[config.mk]
export PLATFORM = sky130hd
export DESIGN_NAME = splitmix64_stream_generator
export DESIGN_NICKNAME = d
export VERILOG_FILES = /design/src/hdl/spm_pkg.sv /design/src/hdl/spm_mul.sv /design/src/hdl/spm_div.sv /design/src/hdl/splitmix64_stream_generator.sv
export SDC_FILE = /design/constraint.sdc
export NUM_CORES = 2
export LEC_CHECK = 0
export BUFFER_PORTS_ARGS = -buffer_cell sky130_fd_sc_hd__buf_2
export CORE_MARGIN = 4
export CORE_UTILIZATION = 25
export CTS_CLUSTER_SIZE = 14
export DETAILED_ROUTE_END_ITERATION = 6
export GPL_ROUTABILITY_DRIVEN = 0
export HOLD_SLACK_MARGIN = 0.08
export PLACE_DENSITY = 0.4
export SYNTH_ARGS = -nofsm -noshare
export SYNTH_HDL_FRONTEND = slang
export SYNTH_SLANG_ARGS = --single-unit
export TNS_END_PERCENT = 30
[constraint.sdc]
create_clock -name i_clk -period 17.05 [get_ports i_clk]
set_clock_uncertainty 0.15 [all_clocks]
set_input_delay 0.8525 -clock i_clk [delete_from_list [all_inputs] [get_ports i_clk]]
set_output_delay 0.8525 -clock i_clk [all_outputs]
set_load 0.005 [all_outputs]
[src/hdl/spm_pkg.sv]
package spm_pkg;

    localparam int unsigned WordW = 64;
    localparam int unsigned HalfW = 32;

    localparam logic [WordW-1:0] MixMulA   = 64'hbf58476d1ce4e5b9;
    localparam logic [WordW-1:0] MixMulB   = 64'h94d049bb133111eb;
    localparam logic [WordW-1:0] GoldenInc = 64'h9e3779b97f4a7c15;

    localparam int unsigned ShiftA = 30;
    localparam int unsigned ShiftB = 27;
    localparam int unsigned ShiftC = 31;

    typedef logic [WordW-1:0] t_word;

    // function codes
    localparam logic [1:0] FN_RESEED  = 2'd0;
    localparam logic [1:0] FN_RAW     = 2'd1;
    localparam logic [1:0] FN_UNIFORM = 2'd2;

    // status codes
    localparam logic [1:0] ST_OK         = 2'd0;
    localparam logic [1:0] ST_ZERO_IDENT = 2'd1;
    localparam logic [1:0] ST_ZERO_BOUND = 2'd2;

    // configuration register indexes
    localparam logic [1:0] REG_BUILD_SEED   = 2'd0;
    localparam logic [1:0] REG_ENTITY_IDENT = 2'd1;
    localparam logic [1:0] REG_STREAM_IDENT = 2'd2;

endpackage

[src/hdl/spm_mul.sv]
// Low 64 bits of a 64x64 product from one shared 32x32 multiplier.
module spm_mul
    import spm_pkg::*;
(
    input  logic  i_clk,
    input  logic  i_rst_n,
    input  logic  i_start,
    input  t_word i_a,
    input  t_word i_b,
    output logic  o_done,
    output t_word o_prod
);

    t_word             r_a;
    t_word             r_b;
    t_word             r_prod;
    t_word             r_acc;
    logic [1:0]        r_step;
    logic              r_busy;
    logic              r_done;
    logic [HalfW-1:0]  op_x;
    logic [HalfW-1:0]  op_y;

    // partial products: lo*lo, lo*hi, hi*lo (hi*hi falls off the top)
    always_comb begin
        case (r_step)
            2'd0: begin
                op_x = r_a[HalfW-1:0];
                op_y = r_b[HalfW-1:0];
            end
            2'd1: begin
                op_x = r_a[HalfW-1:0];
                op_y = r_b[WordW-1:HalfW];
            end
            default: begin
                op_x = r_a[WordW-1:HalfW];
                op_y = r_b[HalfW-1:0];
            end
        endcase
    end

    always_ff @(posedge i_clk) begin
        if (!i_rst_n) begin
            r_busy <= 1'b0;
            r_done <= 1'b0;
            r_step <= 2'd0;
        end else begin
            r_done <= 1'b0;
            if (i_start) begin
                r_a    <= i_a;
                r_b    <= i_b;
                r_step <= 2'd0;
                r_busy <= 1'b1;
            end else if (r_busy) begin
                // operands are 32 bits wide, zero-extended to the full product
                r_prod <= t_word'(op_x) * t_word'(op_y);
                r_step <= r_step + 2'd1;
                case (r_step)
                    2'd0: ;
                    2'd1: r_acc <= r_prod;
                    default: r_acc[WordW-1:HalfW] <= r_acc[WordW-1:HalfW] + r_prod[HalfW-1:0];
                endcase
                if (r_step == 2'd3) begin
                    r_busy <= 1'b0;
                    r_done <= 1'b1;
                end
            end
        end
    end

    assign o_done = r_done;
    assign o_prod = r_acc;

endmodule

[src/hdl/spm_div.sv]
// Restoring remainder, one bit per cycle. Divisor must be non-zero.
module spm_div
    import spm_pkg::*;
(
    input  logic  i_clk,
    input  logic  i_rst_n,
    input  logic  i_start,
    input  t_word i_num,
    input  t_word i_den,
    output logic  o_done,
    output t_word o_rem
);

    localparam int unsigned CntW = $clog2(WordW);

    t_word             r_num;
    t_word             r_den;
    t_word             r_rem;
    logic [CntW-1:0]   r_cnt;
    logic              r_busy;
    logic              r_done;
    logic [WordW:0]    trial;
    logic [WordW:0]    diff;

    assign trial = {r_rem, r_num[WordW-1]};
    assign diff  = trial - {1'b0, r_den};

    always_ff @(posedge i_clk) begin
        if (!i_rst_n) begin
            r_busy <= 1'b0;
            r_done <= 1'b0;
            r_cnt  <= '0;
        end else begin
            r_done <= 1'b0;
            if (i_start) begin
                r_num  <= i_num;
                r_den  <= i_den;
                r_rem  <= '0;
                r_cnt  <= '0;
                r_busy <= 1'b1;
            end else if (r_busy) begin
                r_num <= {r_num[WordW-2:0], 1'b0};
                if (!diff[WordW]) begin
                    r_rem <= diff[WordW-1:0];
                end else begin
                    r_rem <= trial[WordW-1:0];
                end
                r_cnt <= r_cnt + CntW'(1);
                if (&r_cnt) begin
                    r_busy <= 1'b0;
                    r_done <= 1'b1;
                end
            end
        end
    end

    assign o_done = r_done;
    assign o_rem  = r_rem;

endmodule

[src/hdl/splitmix64_stream_generator.sv]
// SplitMix64 stream generator with an identity-derived seed.
// Config channel (i_cfg_valid/o_cfg_ready, always ready): index 0 build seed,
// 1 entity id, 2 stream id; index 3 is dropped. Write only while idle.
// Input channel (i_in_valid/o_in_ready): one word with i_func and
// i_upper_bound. Output channel (o_out_valid/i_out_ready): one word per input
// word with o_value and o_status.
// One word at a time: o_in_ready is high only while the sequencer is idle.
// All mixing runs through one shared 32x32 multiplier: a 64-bit multiply is
// a start, four partial-product steps and done, and a finalizer is two of
// them. A raw draw runs one finalizer, a reseed three, a uniform draw one
// finalizer plus a bit-serial remainder; errors and func 3 go straight to
// the output state. A new input word is taken only after S_OUT has loaded
// the output register and the sequencer is idle again.
// A stalled receiver holds the finished word in the output register; the
// next result waits in the sequencer and o_in_ready stays low until then.
// Reset clears the generator state and all config registers to zero and
// empties the output register.
module splitmix64_stream_generator
    import spm_pkg::*;
(
    input  logic        i_clk,
    input  logic        i_rst_n,
    input  logic        i_cfg_valid,
    output logic        o_cfg_ready,
    input  logic [1:0]  i_cfg_index,
    input  logic [63:0] i_cfg_data,
    input  logic        i_in_valid,
    output logic        o_in_ready,
    input  logic [1:0]  i_func,
    input  logic [63:0] i_upper_bound,
    output logic        o_out_valid,
    input  logic        i_out_ready,
    output logic [63:0] o_value,
    output logic [1:0]  o_status
);

    typedef enum logic [2:0] {
        S_IDLE, S_MIX_A, S_WAIT_A, S_MIX_B, S_WAIT_B, S_DIV, S_WAIT_DIV, S_OUT
    } t_state;

    // which finalizer pass is running
    typedef enum logic [1:0] {
        PH_ENT, PH_STR, PH_SEED, PH_DRAW
    } t_phase;

    t_state      r_state;
    t_phase      r_phase;
    t_word       r_seed;
    t_word       r_entity;
    t_word       r_stream;
    t_word       r_gen;
    t_word       r_x;        // finalizer operand / intermediate
    t_word       r_acc;      // mixed entity id during reseed
    t_word       r_bound;
    logic [1:0]  r_func;
    t_word       r_res_value;
    logic [1:0]  r_res_status;
    logic        r_out_valid;
    t_word       r_value;
    logic [1:0]  r_status;

    logic        mul_start;
    t_word       mul_a;
    t_word       mul_b;
    logic        mul_done;
    t_word       mul_prod;
    logic        div_start;
    logic        div_done;
    t_word       div_rem;
    t_word       gen_next;
    t_word       fin;
    logic        out_free;

    assign gen_next  = r_gen + GoldenInc;
    assign fin       = mul_prod ^ (mul_prod >> ShiftC);
    assign out_free  = !r_out_valid || i_out_ready;

    assign mul_start = (r_state == S_MIX_A) || (r_state == S_MIX_B);
    assign mul_a     = (r_state == S_MIX_A) ? (r_x ^ (r_x >> ShiftA)) : r_x;
    assign mul_b     = (r_state == S_MIX_A) ? MixMulA : MixMulB;
    assign div_start = (r_state == S_DIV);

    spm_mul u_mul (
        .i_clk   (i_clk),
        .i_rst_n (i_rst_n),
        .i_start (mul_start),
        .i_a     (mul_a),
        .i_b     (mul_b),
        .o_done  (mul_done),
        .o_prod  (mul_prod)
    );

    spm_div u_div (
        .i_clk   (i_clk),
        .i_rst_n (i_rst_n),
        .i_start (div_start),
        .i_num   (r_x),
        .i_den   (r_bound),
        .o_done  (div_done),
        .o_rem   (div_rem)
    );

    // config registers
    always_ff @(posedge i_clk) begin
        if (!i_rst_n) begin
            r_seed   <= '0;
            r_entity <= '0;
            r_stream <= '0;
        end else if (i_cfg_valid) begin
            case (i_cfg_index)
                REG_BUILD_SEED:   r_seed   <= i_cfg_data;
                REG_ENTITY_IDENT: r_entity <= i_cfg_data;
                REG_STREAM_IDENT: r_stream <= i_cfg_data;
                default: ;
            endcase
        end
    end

    // sequencer
    always_ff @(posedge i_clk) begin
        if (!i_rst_n) begin
            r_state     <= S_IDLE;
            r_phase     <= PH_ENT;
            r_gen       <= '0;
            r_out_valid <= 1'b0;
        end else begin
            if (r_out_valid && i_out_ready) begin
                r_out_valid <= 1'b0;
            end
            case (r_state)
                S_IDLE: begin
                    if (i_in_valid) begin
                        r_func       <= i_func;
                        r_bound      <= i_upper_bound;
                        r_res_value  <= '0;
                        r_res_status <= ST_OK;
                        case (i_func)
                            FN_RESEED: begin
                                if (r_entity == '0 || r_stream == '0) begin
                                    r_res_status <= ST_ZERO_IDENT;
                                    r_state      <= S_OUT;
                                end else begin
                                    r_x     <= r_entity;
                                    r_phase <= PH_ENT;
                                    r_state <= S_MIX_A;
                                end
                            end
                            FN_RAW: begin
                                r_gen   <= gen_next;
                                r_x     <= gen_next;
                                r_phase <= PH_DRAW;
                                r_state <= S_MIX_A;
                            end
                            FN_UNIFORM: begin
                                if (i_upper_bound == '0) begin
                                    r_res_status <= ST_ZERO_BOUND;
                                    r_state      <= S_OUT;
                                end else begin
                                    r_gen   <= gen_next;
                                    r_x     <= gen_next;
                                    r_phase <= PH_DRAW;
                                    r_state <= S_MIX_A;
                                end
                            end
                            default: r_state <= S_OUT;
                        endcase
                    end
                end
                S_MIX_A: r_state <= S_WAIT_A;
                S_WAIT_A: begin
                    if (mul_done) begin
                        r_x     <= mul_prod ^ (mul_prod >> ShiftB);
                        r_state <= S_MIX_B;
                    end
                end
                S_MIX_B: r_state <= S_WAIT_B;
                S_WAIT_B: begin
                    if (mul_done) begin
                        case (r_phase)
                            PH_ENT: begin
                                r_acc   <= fin;
                                r_x     <= r_stream;
                                r_phase <= PH_STR;
                                r_state <= S_MIX_A;
                            end
                            PH_STR: begin
                                r_x     <= r_seed ^ r_acc ^ fin;
                                r_phase <= PH_SEED;
                                r_state <= S_MIX_A;
                            end
                            PH_SEED: begin
                                r_gen   <= fin;
                                r_state <= S_OUT;
                            end
                            default: begin
                                if (r_func == FN_RAW) begin
                                    r_res_value <= fin;
                                    r_state     <= S_OUT;
                                end else begin
                                    r_x     <= fin;
                                    r_state <= S_DIV;
                                end
                            end
                        endcase
                    end
                end
                S_DIV: r_state <= S_WAIT_DIV;
                S_WAIT_DIV: begin
                    if (div_done) begin
                        r_res_value <= div_rem;
                        r_state     <= S_OUT;
                    end
                end
                S_OUT: begin
                    if (out_free) begin
                        r_value     <= r_res_value;
                        r_status    <= r_res_status;
                        r_out_valid <= 1'b1;
                        r_state     <= S_IDLE;
                    end
                end
                default: r_state <= S_IDLE;
            endcase
        end
    end

    assign o_cfg_ready = 1'b1;
    assign o_in_ready  = (r_state == S_IDLE);
    assign o_out_valid = r_out_valid;
    assign o_value     = r_value;
    assign o_status    = r_status;

endmodule

Word-level counts from Yosys, hierarchy flattened
Cells that the tools add are included.
- register bits: 1048
- input port bits: 137
- output and inout port bits: 69
- reductions and logical operators: 42
- $mul: 1
- equality and inequality tests: 31
- add/sub/neg operators: 5
- muxes and demuxes: 61
- bitwise logic cells: 10
- operator list (cell ; number):
    $mux 64 ; 19
    $pmux 64 s3 ; 4
    $pmux 64 s2 ; 2
    $logic_not 64->1 ; 3
    $xor 64x64->64 ; 2
    $sub 65x64->65 ; 1
    $add 64x64->64 const B ; 1
    $mul 32x32->64 ; 1
    $mux 32 ; 2
    $pmux 32 s2 ; 1
    $xor 64x33->64 ; 1
    $xor 64x34->64 ; 1
    $xor 64x37->64 ; 1
    $mux 62 ; 1
    $add 32x32->32 ; 1
    $pmux 3 s8 ; 1
    $mux 3 ; 7
    $reduce_and 7->1 ; 2
    $eq 3x3->1 const B ; 4
    $mux 1 ; 12
    $mux 2 ; 6
    $ne 2x2->1 const B ; 6
    $pmux 2 s2 ; 3
    $reduce_and 2->1 ; 6
    29 further kinds ; 62

Logic depth before layout (Yosys ltp)
- word-level depth: 6
- mapped depth: 37

Cells and area by module
A second synthesis with hierarchy kept.
- cell total of the unflattened synthesis: 8562
- area total of the unflattened synthesis: 83349.9 um^2
- by module, submodules not included (module ; cells each ; area an instance (um^2) ; times used):
    spm_mul ; 4394 ; 43137.6 ; 1
    splitmix64_stream_generator ; 2969 ; 27945.6 ; 1
    spm_div ; 1199 ; 12266.8 ; 1

Worst setup path before layout
Ideal clock, no wire load.
- kind: reg-to-reg
- start: register u_mul.r_step[0]
- end: register u_mul.r_prod[63] (data pin)
- setup slack: 7.659 ns
- cell stages (with the launch flop): 34
- clock period less this slack: 9.391 ns
- arrival: 8.981 ns
- setup time: 0.260 ns
- cell sequence: dfxtp_1 > inv_1 > ha_1 > nor2_1 > clkbuf_1 > buf_2 > mux2_2 > clkinv_1 > nor2_1 > inv_1 > fa_1 > inv_1 > fa_1 > fa_1 > inv_1 > fa_1 > inv_1 > fa_1 > inv_1 > fa_1 > inv_1 > fa_1 > fa_1 > ha_1 > and2_1 > a221oi_1 > o21ba_1 > o21ai_0 > a221oi_1 > a211oi_1 > a2111oi_0 > nor3_1 > a221oi_2 > xnor2_1
- word-level cells in the longest chain between the ends: 4
- RTL lines (item ; RTL line ; source):
    start, declared ; spm_mul.sv:18 ; logic [1:0] r_step;
    start signal, assigned ; spm_mul.sv:57 ; r_step <= r_step + 2'd1;
    $eq 2x1->1 / $logic_not 2->1 (equally long branches) ; spm_mul.sv:26 ; case (r_step)
    $reduce_or 2->1 (no source line) ; - ;
    $mux 32 ; spm_mul.sv:26 ;
    $mul 32x32->64 * ; spm_mul.sv:56 ; r_prod <= t_word'(op_x) * t_word'(op_y);
    end signal, assigned ; spm_mul.sv:56 ;
    end, declared ; spm_mul.sv:16 ; t_word r_prod;
Mark *: on every way between the ends. The rest lies on a longest branch, timed or not.
A chain may end at the register's enable or synchronous reset.

Final worst setup path
- start: register u_mul.r_step[0]
- end: register u_mul.r_prod[39] (data pin)
The elaborated chain is that of the path after synthesis.

==> results.tsv <==
metric	value	unit
status	finished, final reports clean	
synthesized_flop_and_latch_total	986	
htree_num_levels	3	
detailed_route_wire_length	318000	um
synth_top_cells_by_area	sky130_fd_sc_hd__edfxtp_1 28%, sky130_fd_sc_hd__fa_1 21%, sky130_fd_sc_hd__ha_1 7.4%	
crit_path_max_incr_delay	0.73	ns
finish.instance_area	0.0866	sq mm
synthDominantCellAreaShare	0.278	
ys_async_sr_fraction	0	
fill_cells	32400	
worst_path_max_delay_cell	sky130_fd_sc_hd__a221oi_1	
timing.setup.tns	0	ns
timing.fmax	0.0890	GHz
die_area	0.316	sq mm
critical_path_buf_inv_count	8	
seq_area	0.0269	sq mm
multi_input_area	0.0446	sq mm
groute.usage.overall	0.197	
timing.critical_path.mode_cell	sky130_fd_sc_hd__fa_1	
crit_end	u_mul.r_prod[39]	
finalNetCount	9210	
final_layout_size_suffix_gt1_frac	0.0802	
final_min_period_over_clock_period	0.659	
vias_per_cell	4.86	
design.core.area	0.306	sq mm
clk_path_buf_depth	3	
syn_to_final_growth	12.7	%
root_buffer	sky130_fd_sc_hd__clkbuf_16	
regToRegStartpoint	u_mul.r_step[0]	
synthesis.yosys.warnings	0	
first_global_vias	59400	
detailedPlacementHpwl	253000	um
place_area	0.0828	sq mm
cts-buffers-inserted	112	
postCtsSetupBuffers	0	
timing.reg2reg.worst_path_depth	31	
design.portCount	206	
critical_path.reg2reg.endpoint	u_mul.r_prod[39]	
slew_headroom	0.112	
cp-startpoint	u_mul.r_step[0]	
die_y	563	um
worst_path_arrival	11.57	ns
avgSynthCellArea	9.98	sq um
final_common_cell	sky130_fd_sc_hd__inv_1	
cell_accounting_for_the_most_synthesized_area	sky130_fd_sc_hd__edfxtp_1	
synth_top_flop_cell	sky130_fd_sc_hd__edfxtp_1	
grt_start_max_net_pins	81	
yosysSeqAreaShare	0.349	
worst-setup-path-type	flop to flop	
gr-total-overflow	0	
clk_latency	0.77	ns
timing_hold_violations_final	0	
postRouteAntennaNets	0	
final-max-slew-violation-count	0	
timing.reg2reg.setup_slack	5.82	ns
cp_top_family	adder cells	
setup_viol	0	
path_clk_slew	0.06	ns
chipWidth	563	um
std_cell_rows	203	
buffer_ports.inserted	204	
cts_num_sinks	986	
worst_pin_slew	1.32	ns
setup.worst_path.end_class	flop	
vias	58400	
initial_core_util	0.251	
cap_violations	0	
syn_area	0.0769	sq mm
grt_antenna_before_repair	40	
path_max_fanout	13	
netlist_instances	7706	
drt_pre_antenna_iters	7	
synth_nets	9103	
post_detailed_route_drc_marker_count	0	
synth.lib_cells_used.distinct	104	
rsz0062_at_grt	no	
worst_hold_path_type	input port to flop	
required	17.39	ns
timing.critical_path.from_type	flop	
number_of_synthesized_flops_with_an_enable_pin	712	
detail_route.iter0.violations	5896	
avgRoutedWirePerCell	26.4	um
wire_length_of_the_first_global_routing_pass	451000	um
clock_tree_from_tritoncts	done	
timing.final.crit_period	11.23	ns
layout.cells.most_common_list	1096 x sky130_fd_sc_hd__inv_1, 1068 x sky130_fd_sc_hd__nand2_1, 804 x sky130_fd_sc_hd__fa_1	
cp_num_cells	31	
[cells by family after synthesis]
| family | synth area share |
|---|---|
| AOI/OAI and AO/OA | 0.115 |
| xor gates and xnor gates | 0.0487 |
| adders and majority gates | 0.284 |
| buffers and inverters | 0.0726 |
| DFF | 0.349 |
| muxes | 0.0143 |
| other | 0.0000488 |
| and+or+nand+nor | 0.116 |
[what timing repair did]
item                      in CTS  in global routing
resized for setup              0                  0
hold buffers                  13                  0
hold endpoints to repair      13                  0
[Yosys cell counts, drive strengths merged, types with 8 or more instances]
cell type  instances
a21o             119
o22ai             24
or3               14
a22o              64
nand4             56
fa               804
inv             1097
buf               41
clkinv            17
mux2i             82
nor2             570
and2              44
and4              11
nor3              49
nand3             52
nand2           1071
and3              49
a221oi            30
nor2b             20
ha               456
nor4              68
dfxtp            274
a22oi             27
o21ai            240
o21a              29
xor2             180
mux2              25
o221ai            66
a211oi            34
a21oi            490
a21boi            10
o211ai            24
xnor2            247
o31ai             20
edfxtp           712
o21bai            36
nand2b            42
or2               25
a2111oi            9
o41ai              8
clkbuf           312
a31oi             68
[worst min-delay path by stage]
stage / from / endpoint / slack, ns / cells after the start
detailed placement: r_bound[14] / u_div.r_den[14] / 0.25 / 0
global route: i_upper_bound[29] / r_bound[29] / 0.11 / 1
CTS: i_upper_bound[45] / r_bound[45] / 0.08 / 1
finish: i_upper_bound[29] / r_bound[29] / 0.15 / 1
global placement: r_res_value[58] / o_value[58] / 0.26 / 0
floorplan: r_res_status[0] / o_status[0] / 0.25 / 0
[final cells by class]
type	count	area share
flip-flops and latches	986	0.310
clock inverters	68	0.00705
well taps	4100	0.0592
repair buffers	346	0.0245
diodes	17	0.000491
clock buffers	143	0.0349
multi-input cells	5253	0.515
inverters	1114	0.0484
[registers in the layout, summed over array words and instances, names as in the netlist, 3 cells and up]
name / count
r_x: 64
u_div.r_cnt: 6
r_seed: 64
r_acc: 64
u_div.r_den: 64
u_mul.r_a: 64
r_entity: 64
u_div.r_num: 64
r_res_value: 64
u_mul.o_prod: 64
u_div.o_rem: 64
r_bound: 64
r_state: 3
o_value: 64
r_stream: 64
u_mul.r_prod: 64
r_gen: 64
[stage by stage]
step,worst slack (ns),hold slack (ns),util,cells
floorplan,7.66,0.250,-,7706
global placement,5.64,0.256,0.270,11800
detailed placement,6.02,0.255,0.271,11800
CTS,5.95,0.0803,0.283,12000
global route,5.50,0.109,0.283,12000
finish,5.82,0.152,0.283,12000
[worst register-to-register path, delay by kind of cell (launching register included)]
family,cells,cell delay [ns]
adders and majority gates,10,4.75
xor gates and xnor gates,1,0.09
AOI/OAI and AO/OA,7,2.34
buffers and inverters,8,1.08
and+or+nand+nor,4,1.64
muxes,1,0.49
DFF,1,0.43
[metal layers]
metal,up-vias,GRT usage,wire length [um],part of all wire
met5,-,0,95,0.00030
met4,14,0.0533,9840,0.031
li1,25900,-,-,-
met1,29900,0.274,140000,0.44
met2,2199,0.314,146000,0.46
met3,411,0.0345,21900,0.069
Power is left out: the tool's default activity adds up to more than one toggle a clock period on the data nets, which glitch-free logic cannot reach.
